**src/hw/rtl/frame_descriptor_ring_assert.svh**
```systemverilog
// assertion macros used by the descriptor ring controller
`ifndef FRAME_DESCRIPTOR_RING_ASSERT_SVH
`define FRAME_DESCRIPTOR_RING_ASSERT_SVH

// same-cycle implication, checked at every rising edge outside reset
`define FDR_ASSERT_NOW(lbl, clk, rst, ante, cons, msg) \
   lbl: assert property (@(posedge clk) disable iff (rst) (ante) |-> (cons)) \
      else $error(msg);

// next-cycle implication, checked at every rising edge outside reset
`define FDR_ASSERT_NEXT(lbl, clk, rst, ante, cons, msg) \
   lbl: assert property (@(posedge clk) disable iff (rst) (ante) |=> (cons)) \
      else $error(msg);

`endif

```
**src/hw/rtl/fdr_pkg.sv**
```systemverilog
package fdr_pkg;

   // sizes
   localparam int MAX_SLOTS        = 16;
   localparam int MAX_BUFFER_BYTES = 4096;
   localparam int SLOT_W           = $clog2(MAX_SLOTS);
   localparam int OFF_W            = $clog2(MAX_BUFFER_BYTES);
   localparam int LEN_W            = 13;
   localparam int ADDR_W           = 32;
   localparam int SCNT_W           = 5;
   localparam int OP_W             = 2;
   localparam int STATUS_W         = 2;
   localparam int CSR_IDX_W        = 2;

   // operation codes
   localparam logic [OP_W-1:0] OP_PUSH    = 2'd0;
   localparam logic [OP_W-1:0] OP_POP     = 2'd1;
   localparam logic [OP_W-1:0] OP_RESTART = 2'd2;

   // status codes
   localparam logic [STATUS_W-1:0] ST_OK       = 2'd0;
   localparam logic [STATUS_W-1:0] ST_EMPTY    = 2'd1;
   localparam logic [STATUS_W-1:0] ST_OVERFLOW = 2'd2;

   // register indexes
   localparam logic [CSR_IDX_W-1:0] CSR_BASE_ADDRESS = 2'd0;
   localparam logic [CSR_IDX_W-1:0] CSR_BUFFER_SIZE  = 2'd1;
   localparam logic [CSR_IDX_W-1:0] CSR_FRAME_MAX    = 2'd2;
   localparam logic [CSR_IDX_W-1:0] CSR_SLOT_COUNT   = 2'd3;

   // descriptor memory access
   typedef struct packed {
      logic              rd_en;
      logic [SLOT_W-1:0] rd_addr;
      logic              start_we;
      logic [SLOT_W-1:0] start_addr;
      logic [OFF_W-1:0]  start_data;
      logic              end_we;
      logic [SLOT_W-1:0] end_addr;
      logic [OFF_W-1:0]  end_data;
   } mem_req_type;

   typedef struct packed {
      logic [OFF_W-1:0] start_off;
      logic [OFF_W-1:0] end_off;
   } mem_rsp_type;

endpackage

```
**src/hw/rtl/fdr_desc_mem.sv**
```systemverilog
module fdr_desc_mem (
   input  logic                 clock,
   input  logic                 reset,
   input  fdr_pkg::mem_req_type mem_req,
   output fdr_pkg::mem_rsp_type mem_rsp
);
   import fdr_pkg::*;

   logic [OFF_W-1:0] start_mem [MAX_SLOTS];
   logic [OFF_W-1:0] end_mem   [MAX_SLOTS];
   logic [OFF_W-1:0] start_rd_ff;
   logic [OFF_W-1:0] end_rd_ff;
   logic             blank0_ff;
   logic             s0_written_ff;
   logic             s0_written_in;

   // start offsets, one write and one registered read
   always_ff @(posedge clock) begin
      if (mem_req.start_we) begin
         start_mem[mem_req.start_addr] <= mem_req.start_data;
      end
      if (mem_req.rd_en) begin
         start_rd_ff <= start_mem[mem_req.rd_addr];
         blank0_ff   <= (mem_req.rd_addr == '0) && !s0_written_ff;
      end
   end

   // end offsets
   always_ff @(posedge clock) begin
      if (mem_req.end_we) begin
         end_mem[mem_req.end_addr] <= mem_req.end_data;
      end
      if (mem_req.rd_en) begin
         end_rd_ff <= end_mem[mem_req.rd_addr];
      end
   end

   // slot zero start reads as zero until first written
   assign s0_written_in = s0_written_ff || (mem_req.start_we && (mem_req.start_addr == '0));

   always_ff @(posedge clock) begin
      if (reset) begin
         s0_written_ff <= 1'b0;
      end else begin
         s0_written_ff <= s0_written_in;
      end
   end

   assign mem_rsp.start_off = blank0_ff ? '0 : start_rd_ff;
   assign mem_rsp.end_off   = end_rd_ff;

endmodule

```
**src/hw/rtl/fdr_ctrl.sv**
```systemverilog
`include "frame_descriptor_ring_assert.svh"

module fdr_ctrl (
   input  logic                          clock,
   input  logic                          reset,
   input  logic                          req_valid,
   output logic                          req_ready,
   input  logic [fdr_pkg::OP_W-1:0]      req_operation,
   input  logic [fdr_pkg::LEN_W-1:0]     req_frame_length,
   output logic                          rsp_valid,
   input  logic                          rsp_ready,
   output logic [fdr_pkg::STATUS_W-1:0]  rsp_status,
   output logic [fdr_pkg::ADDR_W-1:0]    rsp_frame_address,
   output logic [fdr_pkg::LEN_W-1:0]     rsp_popped_length,
   output logic [fdr_pkg::ADDR_W-1:0]    rsp_next_write_address,
   input  logic [fdr_pkg::ADDR_W-1:0]    cfg_base_address,
   input  logic [fdr_pkg::LEN_W-1:0]     cfg_buffer_size,
   input  logic [fdr_pkg::LEN_W-1:0]     cfg_frame_max,
   input  logic [fdr_pkg::SCNT_W-1:0]    cfg_slot_count,
   output fdr_pkg::mem_req_type          mem_req,
   input  fdr_pkg::mem_rsp_type          mem_rsp
);
   import fdr_pkg::*;

   localparam int CNT_W = SLOT_W + 1;
   localparam logic ST_IDLE = 1'b0;
   localparam logic ST_EXEC = 1'b1;

   logic                state_ff, state_in;
   logic [OP_W-1:0]     op_ff, op_in;
   logic [LEN_W-1:0]    len_ff, len_in;
   logic [SLOT_W-1:0]   write_slot_ff, write_slot_in;
   logic [SLOT_W-1:0]   read_slot_ff, read_slot_in;
   logic [LEN_W-1:0]    fill_ff, fill_in;
   logic [OFF_W-1:0]    wr_start_ff, wr_start_in;
   logic                rsp_valid_ff, rsp_valid_in;
   logic [STATUS_W-1:0] status_ff, status_in;
   logic [ADDR_W-1:0]   faddr_ff, faddr_in;
   logic [LEN_W-1:0]    plen_ff, plen_in;
   logic [ADDR_W-1:0]   nwa_ff, nwa_in;

   logic                accept;
   logic                done;
   logic [LEN_W-1:0]    size_eff;
   logic [LEN_W-1:0]    fm_eff;
   logic [CNT_W-1:0]    slot_last;
   logic [LEN_W-1:0]    room_cur;
   logic [LEN_W-1:0]    new_fill;
   logic [LEN_W-1:0]    room_new;
   logic                reject;
   logic                wrap;

   function automatic logic [SLOT_W-1:0] next_slot(input logic [SLOT_W-1:0] s,
                                                   input logic [CNT_W-1:0]  last);
      logic [CNT_W-1:0] n;
      n = {1'b0, s} + CNT_W'(1);
      return (n >= last) ? '0 : n[SLOT_W-1:0];
   endfunction

   // handshakes
   assign req_ready = (state_ff == ST_IDLE);
   assign accept    = req_valid && req_ready;
   assign done      = (state_ff == ST_EXEC) && (!rsp_valid_ff || rsp_ready);

   // clamped configuration
   always_comb begin
      size_eff = (cfg_buffer_size == '0) ? LEN_W'(1) :
                 (cfg_buffer_size > LEN_W'(MAX_BUFFER_BYTES)) ? LEN_W'(MAX_BUFFER_BYTES) :
                 cfg_buffer_size;
      fm_eff   = (cfg_frame_max == '0) ? LEN_W'(1) : cfg_frame_max;
      if (cfg_slot_count < SCNT_W'(2)) begin
         slot_last = CNT_W'(1);
      end else if (cfg_slot_count > SCNT_W'(MAX_SLOTS)) begin
         slot_last = CNT_W'(MAX_SLOTS - 1);
      end else begin
         slot_last = CNT_W'(cfg_slot_count) - CNT_W'(1);
      end
   end

   // push arithmetic
   always_comb begin
      room_cur = size_eff - fill_ff;
      reject   = (len_ff == '0) || (fill_ff > size_eff) || (len_ff > room_cur);
      new_fill = fill_ff + len_ff;
      room_new = size_eff - new_fill;
      wrap     = (room_new < fm_eff);
   end

   // item execution, memory writes and result
   always_comb begin
      state_in      = state_ff;
      op_in         = op_ff;
      len_in        = len_ff;
      write_slot_in = write_slot_ff;
      read_slot_in  = read_slot_ff;
      fill_in       = fill_ff;
      wr_start_in   = wr_start_ff;
      status_in     = status_ff;
      faddr_in      = faddr_ff;
      plen_in       = plen_ff;
      nwa_in        = nwa_ff;
      rsp_valid_in  = rsp_valid_ff && !rsp_ready;

      mem_req            = '0;
      mem_req.rd_en      = accept;
      mem_req.rd_addr    = read_slot_ff;

      if (accept) begin
         op_in    = req_operation;
         len_in   = req_frame_length;
         state_in = ST_EXEC;
      end

      if (done) begin
         state_in     = ST_IDLE;
         rsp_valid_in = 1'b1;
         status_in    = ST_OK;
         faddr_in     = '0;
         plen_in      = '0;
         unique case (op_ff)
            OP_PUSH: begin
               if (reject) begin
                  status_in = ST_OVERFLOW;
               end else begin
                  mem_req.end_we     = 1'b1;
                  mem_req.end_addr   = write_slot_ff;
                  mem_req.end_data   = OFF_W'(new_fill - LEN_W'(1));
                  write_slot_in      = next_slot(write_slot_ff, slot_last);
                  mem_req.start_we   = 1'b1;
                  mem_req.start_addr = write_slot_in;
                  mem_req.start_data = wrap ? '0 : new_fill[OFF_W-1:0];
                  fill_in            = wrap ? '0 : new_fill;
                  wr_start_in        = mem_req.start_data;
               end
            end
            OP_POP: begin
               if (read_slot_ff != write_slot_ff) begin
                  faddr_in     = cfg_base_address + ADDR_W'(mem_rsp.start_off);
                  plen_in      = LEN_W'(mem_rsp.end_off) - LEN_W'(mem_rsp.start_off)
                                 + LEN_W'(1);
                  read_slot_in = next_slot(read_slot_ff, slot_last);
               end else begin
                  status_in = ST_EMPTY;
               end
            end
            OP_RESTART: begin
               write_slot_in      = '0;
               read_slot_in       = '0;
               fill_in            = '0;
               wr_start_in        = '0;
               mem_req.start_we   = 1'b1;
               mem_req.start_addr = '0;
               mem_req.start_data = '0;
            end
            default: begin
            end
         endcase
         nwa_in = cfg_base_address + ADDR_W'(wr_start_in);
      end
   end

   // control registers
   always_ff @(posedge clock) begin
      if (reset) begin
         state_ff      <= ST_IDLE;
         write_slot_ff <= '0;
         read_slot_ff  <= '0;
         fill_ff       <= '0;
         wr_start_ff   <= '0;
         rsp_valid_ff  <= 1'b0;
      end else begin
         state_ff      <= state_in;
         write_slot_ff <= write_slot_in;
         read_slot_ff  <= read_slot_in;
         fill_ff       <= fill_in;
         wr_start_ff   <= wr_start_in;
         rsp_valid_ff  <= rsp_valid_in;
      end
   end

   // payload registers
   always_ff @(posedge clock) begin
      op_ff     <= op_in;
      len_ff    <= len_in;
      status_ff <= status_in;
      faddr_ff  <= faddr_in;
      plen_ff   <= plen_in;
      nwa_ff    <= nwa_in;
   end

   assign rsp_valid              = rsp_valid_ff;
   assign rsp_status             = status_ff;
   assign rsp_frame_address      = faddr_ff;
   assign rsp_popped_length      = plen_ff;
   assign rsp_next_write_address = nwa_ff;

   // checks
   `FDR_ASSERT_NEXT(a_accept_to_exec, clock, reset, accept, state_ff == ST_EXEC, "accepted item did not enter execution")
   `FDR_ASSERT_NOW(a_no_write_on_accept, clock, reset, mem_req.start_we || mem_req.end_we, !accept, "descriptor write overlaps an accepted transfer")
   `FDR_ASSERT_NEXT(a_done_gives_result, clock, reset, done, rsp_valid_ff && (state_ff == ST_IDLE), "completed item left no result")
   `FDR_ASSERT_NOW(a_fill_in_range, clock, reset, 1'b1, fill_ff <= LEN_W'(MAX_BUFFER_BYTES), "fill count beyond buffer limit")

endmodule

```
**src/hw/rtl/frame_descriptor_ring.sv**
```systemverilog
// channel   direction  transfer when           payload
// req_      in         req_valid & req_ready   req_operation, req_frame_length
// rsp_      out        rsp_valid & rsp_ready   rsp_status, rsp_frame_address,
//                                              rsp_popped_length, rsp_next_write_address
// csr_      in         csr_valid & csr_ready   csr_index, csr_data (always ready)
//
// every item first reads the descriptor memory when it is accepted, then executes
// the registered read of the descriptor memory sets that order
// a new item is taken while the previous result still waits in the output register
// a stalled result holds execution of the following item until it is taken
// synchronous reset clears pointers and fill count, no memory clearing pass is run
module frame_descriptor_ring (
   input  logic                             clock,
   input  logic                             reset,
   input  logic                             req_valid,
   output logic                             req_ready,
   input  logic [fdr_pkg::OP_W-1:0]         req_operation,
   input  logic [fdr_pkg::LEN_W-1:0]        req_frame_length,
   output logic                             rsp_valid,
   input  logic                             rsp_ready,
   output logic [fdr_pkg::STATUS_W-1:0]     rsp_status,
   output logic [fdr_pkg::ADDR_W-1:0]       rsp_frame_address,
   output logic [fdr_pkg::LEN_W-1:0]        rsp_popped_length,
   output logic [fdr_pkg::ADDR_W-1:0]       rsp_next_write_address,
   input  logic                             csr_valid,
   output logic                             csr_ready,
   input  logic [fdr_pkg::CSR_IDX_W-1:0]    csr_index,
   input  logic [fdr_pkg::ADDR_W-1:0]       csr_data
);
   import fdr_pkg::*;

   logic [ADDR_W-1:0] base_ff, base_in;
   logic [LEN_W-1:0]  size_ff, size_in;
   logic [LEN_W-1:0]  fmax_ff, fmax_in;
   logic [SCNT_W-1:0] scnt_ff, scnt_in;
   mem_req_type       mem_req;
   mem_rsp_type       mem_rsp;

   assign csr_ready = 1'b1;

   // configuration register writes
   always_comb begin
      base_in = base_ff;
      size_in = size_ff;
      fmax_in = fmax_ff;
      scnt_in = scnt_ff;
      if (csr_valid) begin
         unique case (csr_index)
            CSR_BASE_ADDRESS: base_in = csr_data;
            CSR_BUFFER_SIZE:  size_in = csr_data[LEN_W-1:0];
            CSR_FRAME_MAX:    fmax_in = csr_data[LEN_W-1:0];
            CSR_SLOT_COUNT:   scnt_in = csr_data[SCNT_W-1:0];
            default: begin
            end
         endcase
      end
   end

   always_ff @(posedge clock) begin
      if (reset) begin
         base_ff <= '0;
         size_ff <= LEN_W'(4096);
         fmax_ff <= LEN_W'(256);
         scnt_ff <= SCNT_W'(16);
      end else begin
         base_ff <= base_in;
         size_ff <= size_in;
         fmax_ff <= fmax_in;
         scnt_ff <= scnt_in;
      end
   end

   // sequencer and pointers
   fdr_ctrl u_ctrl (
      .clock                  (clock),
      .reset                  (reset),
      .req_valid              (req_valid),
      .req_ready              (req_ready),
      .req_operation          (req_operation),
      .req_frame_length       (req_frame_length),
      .rsp_valid              (rsp_valid),
      .rsp_ready              (rsp_ready),
      .rsp_status             (rsp_status),
      .rsp_frame_address      (rsp_frame_address),
      .rsp_popped_length      (rsp_popped_length),
      .rsp_next_write_address (rsp_next_write_address),
      .cfg_base_address       (base_ff),
      .cfg_buffer_size        (size_ff),
      .cfg_frame_max          (fmax_ff),
      .cfg_slot_count         (scnt_ff),
      .mem_req                (mem_req),
      .mem_rsp                (mem_rsp)
   );

   // descriptor storage
   fdr_desc_mem u_mem (
      .clock   (clock),
      .reset   (reset),
      .mem_req (mem_req),
      .mem_rsp (mem_rsp)
   );

endmodule
```
**config.mk**
```make
export PLATFORM = sky130hd
export DESIGN_NAME = frame_descriptor_ring
export DESIGN_NICKNAME = d
export VERILOG_FILES = /design/src/hw/rtl/fdr_pkg.sv /design/src/hw/rtl/fdr_desc_mem.sv /design/src/hw/rtl/fdr_ctrl.sv /design/src/hw/rtl/frame_descriptor_ring.sv
export VERILOG_INCLUDE_DIRS = /design/src /design/src/hw/rtl
export SDC_FILE = /design/constraint.sdc
export NUM_CORES = 1
export LEC_CHECK = 0
export ABC_AREA = 1
export BUFFER_PORTS_ARGS = -buffer_cell sky130_fd_sc_hd__buf_2
export CORE_UTILIZATION = 62
export CTS_CLUSTER_DIAMETER = 120
export DETAILED_ROUTE_END_ITERATION = 10
export PLACE_DENSITY = 0.8
export REMOVE_ABC_BUFFERS = 1
export SLEW_MARGIN = 20
export SYNTH_ARGS = -nofsm -noshare
export SYNTH_HDL_FRONTEND = slang
export SYNTH_SLANG_ARGS = --single-unit
```
**constraint.sdc**
```tcl
create_clock -name clock -period 7.33 [get_ports clock]
set_input_delay 0.733 -clock clock [delete_from_list [all_inputs] [get_ports clock]]
set_output_delay 0.733 -clock clock [all_outputs]
set_load 0.05 [all_outputs]
```
==> results of run 1 <==
-- report_power, final --
part / leakage, nW / switching [W] / internal, W
sequential: 5.33 / 0.0000499 / 0.00378
combinational: 6.02 / 0.000666 / 0.000267
clock: 0.919 / 0.00126 / 0.00169
-- timing repair --
action                                  4_1_cts  5_1_grt
endpoints found under the setup margin        0        9
hold endpoints to repair                      0        0
resized for setup                             0        5
-- layer usage --
layer / vias up / global-route usage / wire [um] / part of all wire
li1: 10000 / - / - / -
met1: 10400 / 0.421 / 29100 / 0.39
met2: 1185 / 0.523 / 35700 / 0.48
met3: 190 / 0.0462 / 6710 / 0.090
met4: 0 / 0.143 / 2850 / 0.038
met5: - / 0 / 0 / 0
-- layout make-up --
| class | instances | area share |
|---|---|---|
| multi-input cells | 1839 | 0.315 |
| clock inverters | 37 | 0.00980 |
| flip-flops and latches | 602 | 0.537 |
| repair buffers | 205 | 0.0378 |
| inverters | 230 | 0.0273 |
| clock buffers | 70 | 0.0493 |
| well taps | 600 | 0.0236 |
-- state kept, by name (all words and copies together) (netlist names), 12 cells and up --
name	count
u_mem.end_mem	192
size_ff	13
u_ctrl.rsp_popped_length	13
u_mem.start_mem	192
u_ctrl.rsp_frame_address	32
fmax_ff	13
u_ctrl.rsp_next_write_address	32
u_mem.end_rd_ff	12
u_ctrl.len_ff	13
u_mem.start_rd_ff	12
base_ff	32
u_ctrl.fill_ff	13
u_ctrl.wr_start_ff	12
-- metrics by stage --
| step | util | setup TNS [ns] | cells |
|---|---|---|---|
| after global routing | 0.702 | 0 | 3583 |
| after floorplan | - | -13.71 | 2671 |
| after global placement | 0.660 | 0 | 3476 |
| after detailed placement | 0.660 | 0 | 3476 |
| after CTS | 0.702 | 0 | 3583 |
| final | 0.702 | 0 | 3583 |
-- layout by cell type (no fill, tap or decap), types with 13 or more instances in the layout --
cell type  Yosys  final
a21oi_1      168    167
buf_2         11    134
buf_4          2     71
clkbuf_16      0     60
clkinv_1       1     13
clkinv_2       0     16
dfxtp_1       99     97
edfxtp_1     503    503
ha_1         121    121
inv_1        226    223
nand2_1      387    387
nand3_1      120    120
nand4_1       22     22
nor2_1       418    414
nor3_1        28     28
o211ai_1      13     13
o21ai_0      310    309
o221ai_1      41     41
o22ai_1       56     56
xnor2_1       20     19
xor2_1        57     57
-- kinds of logic (layout without fill, tap and decap cells) --
kind of cell / after synthesis / in the layout
AOI/OAI and AO/OA: 632 / 632
adders and majority gates: 126 / 126
DFF: 602 / 602
xor gates and xnor gates: 80 / 80
other: 1 / 1
buffers and inverters: 343 / 542
and+or+nand+nor: 1000 / 1000
-- path summary, 6_finish.rpt --
path / to
max: u_ctrl.rsp_next_write_address[28]$_DFFE_PP_
min: u_ctrl.len_ff[12]$_DFFE_PP_
max reg2reg: u_ctrl.rsp_next_write_address[28]$_DFFE_PP_
min reg2reg: u_ctrl.wr_start_ff[8]$_SDFFE_PP0P_
==> reports/qor.csv, run 1 <==
stage,metric,value,unit
yosys,Synth Register Bits,602,
yosys,most frequent cells after synthesis,"edfxtp_1 (503), nor2_1 (418), nand2_1 (387)",
finish,share of cells above drive strength 1,0.113,
die,chip height,216,um
finish,Reg area,17100,um2
drt,drt via density,6.09,
die,Die ar.,46600,um2
setup_path,CP Buf/Inv Count,2,
placement,placed instance area,29900,um2
drt,Via Count,21800,
power_and_ir_drop,P_leak,12.3,nW
finish,nets@finish,3115,
power_and_ir_drop,Pwr Total,0.00772,W
sta,Setup-failing EPs final,0,
setup_path,WP data arrival,7.07,ns
setup_path,critical path type,reg2reg,
cts,H-tree depth,2,
yosys,largest family of logic cells by synthesized area,simple AND/OR/NAND/NOR gates,
setup_path,critical path depth in cells,33,
sta,post-route setup slack,0.632,ns
setup_path,CP most frequent cell,nand2_1,
hold_path,hold path start,req_frame_length[12],
sta,final worst-path cycle share,0.914,
setup_path,Worst R2R Path Depth,33,
sta,fin. max-slew vios,0,
die,num ports,136,
die,Initial Util,0.627,
hold_path,worst hold path class,in2reg,
sta,Peak Freq,149,MHz
yosys,post-synthesis xor/xnor area fraction,0.0257,
finish,ANT cells,0,
setup_path,slowest CP cell,edfxtp_1,
setup_path,Startpoint Class,flop,
yosys,Ys Warns,0,
sta,Final Hold Fails,0,
setup_path,critical-path maximum fanout,13,
die,Placement Rows,78,
yosys,"Primary FF master, synth",edfxtp_1,
yosys,Compound-Gate Fraction of Synth Area,0.125,
finish,multi-input combinational cell area,10000,um2
setup_path,Critical path origin,u_ctrl.len_ff[4]$_DFFE_PP_,
cts,cts hold-fix bufs,0,
run_status,status,completed,
drt,drt pass-1 iters,6,
hold_path,Hold Crit Depth,1,
die,core box area,45300,um2
sta,RSZ-0062 raised after global routing,no,
grt,initial antenna violation count,0,
setup_path,Worst EP required,7.70,ns
sta,min Tclk post-route,6.70,ns
cts,root buffer cell,clkbuf_16,
yosys,cell taking the most area after synthesis,edfxtp_1,
setup_path,FF-to-FF Start,u_ctrl.len_ff[4]$_DFFE_PP_,
yosys,Synth Area in Adders,0.0569,
yosys,Simple-Gate Fraction of Synth Area,0.144,
setup_path,CP Capture Type,flop,
yosys,share of the synthesized area in the top cell type,0.532,
placement,PortBufs,134,
power_and_ir_drop,Cell Pwr Density,243,nW/um2
grt,global-route wire length before repair,115,mm
cts,TritonCTS clock tree,yes,
die,die extent in x,216,um
yosys,syn_area_per_cell,10.2,um2
cts,Clock transition at path regs,0.06,ns
finish,# fillers,3217,
drt,routed len/inst,20.7,um
grt,maximum number of pins on one net before global-route repair,83,
yosys,"FFs w/ async S/R, synth",0,
sta,clk_skew,0.0281,ns
setup_path,"slowest stage delay, CP",0.45,ns
grt,remaining global-route overflow,0,
finish,Area Growth Syn to Fin,12.1,%
run,max-capacitance violation count,0,
yosys,Syn Inst Count,2784,
placement,Post-DP HPWL,49.4,mm
yosys,Yosys cell types,52,
yosys,sequential element share of the synthesized area,0.602,
drt,WL final,74.3,mm
placement,pre-CTS WS,0.372,ns
drt,drt drc,0,
setup_path,"setup slack, reg-to-reg",0.63,ns
yosys,most common cell in the netlist,edfxtp_1,
sta,Hold Worst Slack,0.286,ns
grt,vias in the first global route,21000,
finish,"Non-Filler Cell Area, Final",31800,um2
drt,Routed Antenna Nets,0,
power_and_ir_drop,VDD IR max,216,uV
yosys,Mapped Area,28400,um2
placement,Final GP Congestion,0.930,
yosys,mux contribution to synthesized area,0,
cts,Setup Buffers After CTS,0,
sta,Slew HR,0.300,
cts,clock buffer depth,3,
sta,worst-margin pin slew,1.05,ns
cts,clk_lat worst skew,0.62,ns
cts,CTS Buf Count,57,
yosys,"EDFF count, synth",503,
setup_path,CP top delay family,simple AND/OR/NAND/NOR gates,
cts,clock tree sinks,602,
grt,overall routing resource usage,0.318,
drt,DR iter-0 viols,2625,
yosys,most area-consuming cells after synthesis,"edfxtp_1 (53%), dfxtp_1 (7.0%), nor2_1 (5.5%)",
No activity file was read; power rests on OpenSTA's default activity.
==> run 2: changes to the inputs <==
Settings changed: CTS_BUF_LIST from default to sky130_fd_sc_hd__clkbuf_16.
==> run 2 against run 1 <==
Net effect: maximum frequency is essentially flat; largest power group unchanged; design area barely moved; critical path type unchanged; final cell count did not move; clock power fell by 2%; clock-buffer cell count is 10 lower; critical path depth stayed put.
==> reports/qor.csv, run 2 (synthesis gave the netlist of run 1 again) <==
stage,metric,value,unit,change
hold_path,hold path start,req_frame_length[12],,
setup_path,Worst EP required,7.70,ns,about the same
grt,remaining global-route overflow,0,,unchanged
sta,final worst-path cycle share,0.914,,about the same
sta,Setup-failing EPs final,0,,unchanged
drt,drt via density,6.08,,-0.14%
setup_path,slowest CP cell,edfxtp_1,,
cts,CTS Buf Count,57,,unchanged
drt,WL final,74.0,mm,-0.39%
hold_path,Hold Crit Depth,1,,unchanged
die,Placement Rows,78,,unchanged
die,core box area,45300,um2,unchanged
cts,Setup Buffers After CTS,0,,unchanged
cts,Clock transition at path regs,0.06,ns,about the same
grt,vias in the first global route,21000,,-0.081%
drt,drt pass-1 iters,7,,+1
grt,maximum number of pins on one net before global-route repair,83,,unchanged
drt,drt drc,0,,unchanged
power_and_ir_drop,Comb power frac,0.122,,about the same
sta,min Tclk post-route,6.70,ns,-0.00234 ns
run_status,status,completed,,
setup_path,Startpoint Class,flop,,
setup_path,CP most frequent cell,nand2_1,,
power_and_ir_drop,Clk pwr share,0.379,,-0.004
sta,Final Hold Fails,0,,unchanged
sta,setup TNS,0,ns,unchanged
setup_path,critical path type,reg2reg,,
die,Die ar.,46600,um2,unchanged
finish,nets@finish,3115,,unchanged
drt,Via Count,21800,,-0.14%
cts,clock buffer depth,3,,unchanged
die,Initial Util,0.627,,unchanged
sta,post-route setup slack,0.634,ns,+0.00234 ns
sta,RSZ-0062 raised after global routing,no,,
grt,initial antenna violation count,0,,unchanged
setup_path,WP data arrival,7.06,ns,about the same
setup_path,Critical path origin,u_ctrl.len_ff[4]$_DFFE_PP_,,
setup_path,critical-path maximum fanout,13,,unchanged
grt,global-route wire length before repair,114,mm,about the same
grt,overall routing resource usage,0.318,,about the same
cts,cts hold-fix bufs,0,,unchanged
sta,Slew HR,0.307,,+0.00764
hold_path,worst hold path class,in2reg,,
finish,Regs by FF count,"u_mem.end_mem x192, u_mem.start_mem x192",,
die,die extent in x,216,um,unchanged
setup_path,CP Capture Type,flop,,
power_and_ir_drop,Cell Pwr Density,241,nW/um2,-0.52%
power_and_ir_drop,Cell Int Power,0.00570,W,-0.72%
setup_path,FF-to-FF Start,u_ctrl.len_ff[4]$_DFFE_PP_,,
finish,share of cells above drive strength 1,0.112,,-0.00101
run,max-capacitance violation count,0,,unchanged
placement,PortBufs,134,,unchanged
cts,clock tree sinks,602,,unchanged
die,chip height,216,um,unchanged
power_and_ir_drop,VDD IR max,216,uV,about the same
power_and_ir_drop,net switching power,0.00197,W,-0.30%
drt,DR iter-0 viols,2638,,+0.50%
power_and_ir_drop,Switching Share,0.257,,+0.000794
finish,ANT cells,0,,unchanged
cts,TritonCTS clock tree,yes,,
sta,clk_skew,0.0304,ns,+0.00228 ns
placement,Final GP Congestion,0.930,,unchanged
placement,Post-DP HPWL,49.4,mm,unchanged
finish,most frequent cells in the layout,"edfxtp_1 (503), nor2_1 (414), nand2_1 (387)",,
sta,Peak Freq,149,MHz,about the same
drt,routed len/inst,20.7,um,-0.39%
placement,pre-CTS WS,0.372,ns,unchanged
cts,H-tree depth,2,,unchanged
die,num ports,136,,unchanged
sta,fin. max-slew vios,0,,unchanged
sta,Hold Worst Slack,0.287,ns,+0.000596 ns
power_and_ir_drop,P_leak,12.3,nW,about the same
cts,clk_lat worst skew,0.62,ns,about the same
setup_path,Worst R2R Path Depth,33,,unchanged
power_and_ir_drop,Seq pwr share,0.499,,+0.003
drt,Routed Antenna Nets,0,,unchanged
sta,worst-margin pin slew,1.04,ns,-0.0115 ns
finish,Area Growth Syn to Fin,12.0,%,about the same
setup_path,"slowest stage delay, CP",0.44,ns,about the same
finish,"commonest non-fill, non-tap cell in the layout",edfxtp_1,,
cts,root buffer cell,clkbuf_16,,
## run 2: cell count changes in the layout (fill, tap and decap cells not counted), sizes merged
cell	before	now
clkbuf	70	60
inv	228	235
clkinv	29	32
## run 2: metrics by stage
step	instances	cell area, um2	utilization	total power (W)
after CTS	3583	31700	0.701	0.00768
after global routing	3583	31800	0.702	0.00792
after global placement	3476	29900	0.660	0.00479
after floorplan	2671	27900	-	0.00453
after detailed placement	3476	29900	0.660	0.00481
final	3583	31800	0.702	0.00767
## run 2: path summary, 6_finish.rpt
path / endpoint / slack, ns
hold reg to reg: u_ctrl.wr_start_ff[7]$_SDFFE_PP0P_ / 0.46
hold / removal: u_ctrl.len_ff[12]$_DFFE_PP_ / 0.29
setup / recovery: u_ctrl.rsp_next_write_address[28]$_DFFE_PP_ / 0.63
setup reg to reg: u_ctrl.rsp_next_write_address[28]$_DFFE_PP_ / 0.63
## run 2: area by class of cell
type / instances / area (um2)
Clock inverter: 47 / 349
Fill cell: 3220 / 13500
Inverter: 230 / 868
Timing Repair Buffer: 205 / 1200
Clock buffer: 60 / 1500
Tap cell: 600 / 751
Sequential cell: 602 / 17100
Multi-Input combinational cell: 1839 / 10000
## run 2: power groups by stage
stage                     logic [W]  registers [W]  clock network (W)
after CTS                  0.000918        0.00383            0.00293
after global routing        0.00102        0.00384            0.00307
after global placement     0.000886        0.00390                  0
after detailed placement   0.000911        0.00390                  0
final                      0.000932        0.00383            0.00291
after floorplan            0.000524        0.00400                  0
## run 2: repair_timing
item	in CTS	in global routing
resized for setup	0	5
endpoints found under the hold margin	0	0
endpoints found under the setup margin	0	9
## run 2: per-layer routing
metal | part of all wire | global-route usage | routed length (um) | vias to the layer above
met5 | 0 | 0 | 0 | -
met2 | 0.48 | 0.523 | 35400 | 1196
li1 | - | - | - | 10000
met3 | 0.090 | 0.0469 | 6650 | 206
met4 | 0.041 | 0.145 | 3010 | 0
met1 | 0.39 | 0.419 | 28900 | 10300
## run 2: worst max-delay path, delay by kind of cell, from the launching register on
kind | cells | cell delay, ns
adders and majority gates | 5 | 1.70
xor gates and xnor gates | 2 | 0.36
buffers and inverters | 2 | 0.18
DFF | 1 | 0.44
and+or+nand+nor | 18 | 2.36
AOI/OAI and AO/OA | 6 | 1.36
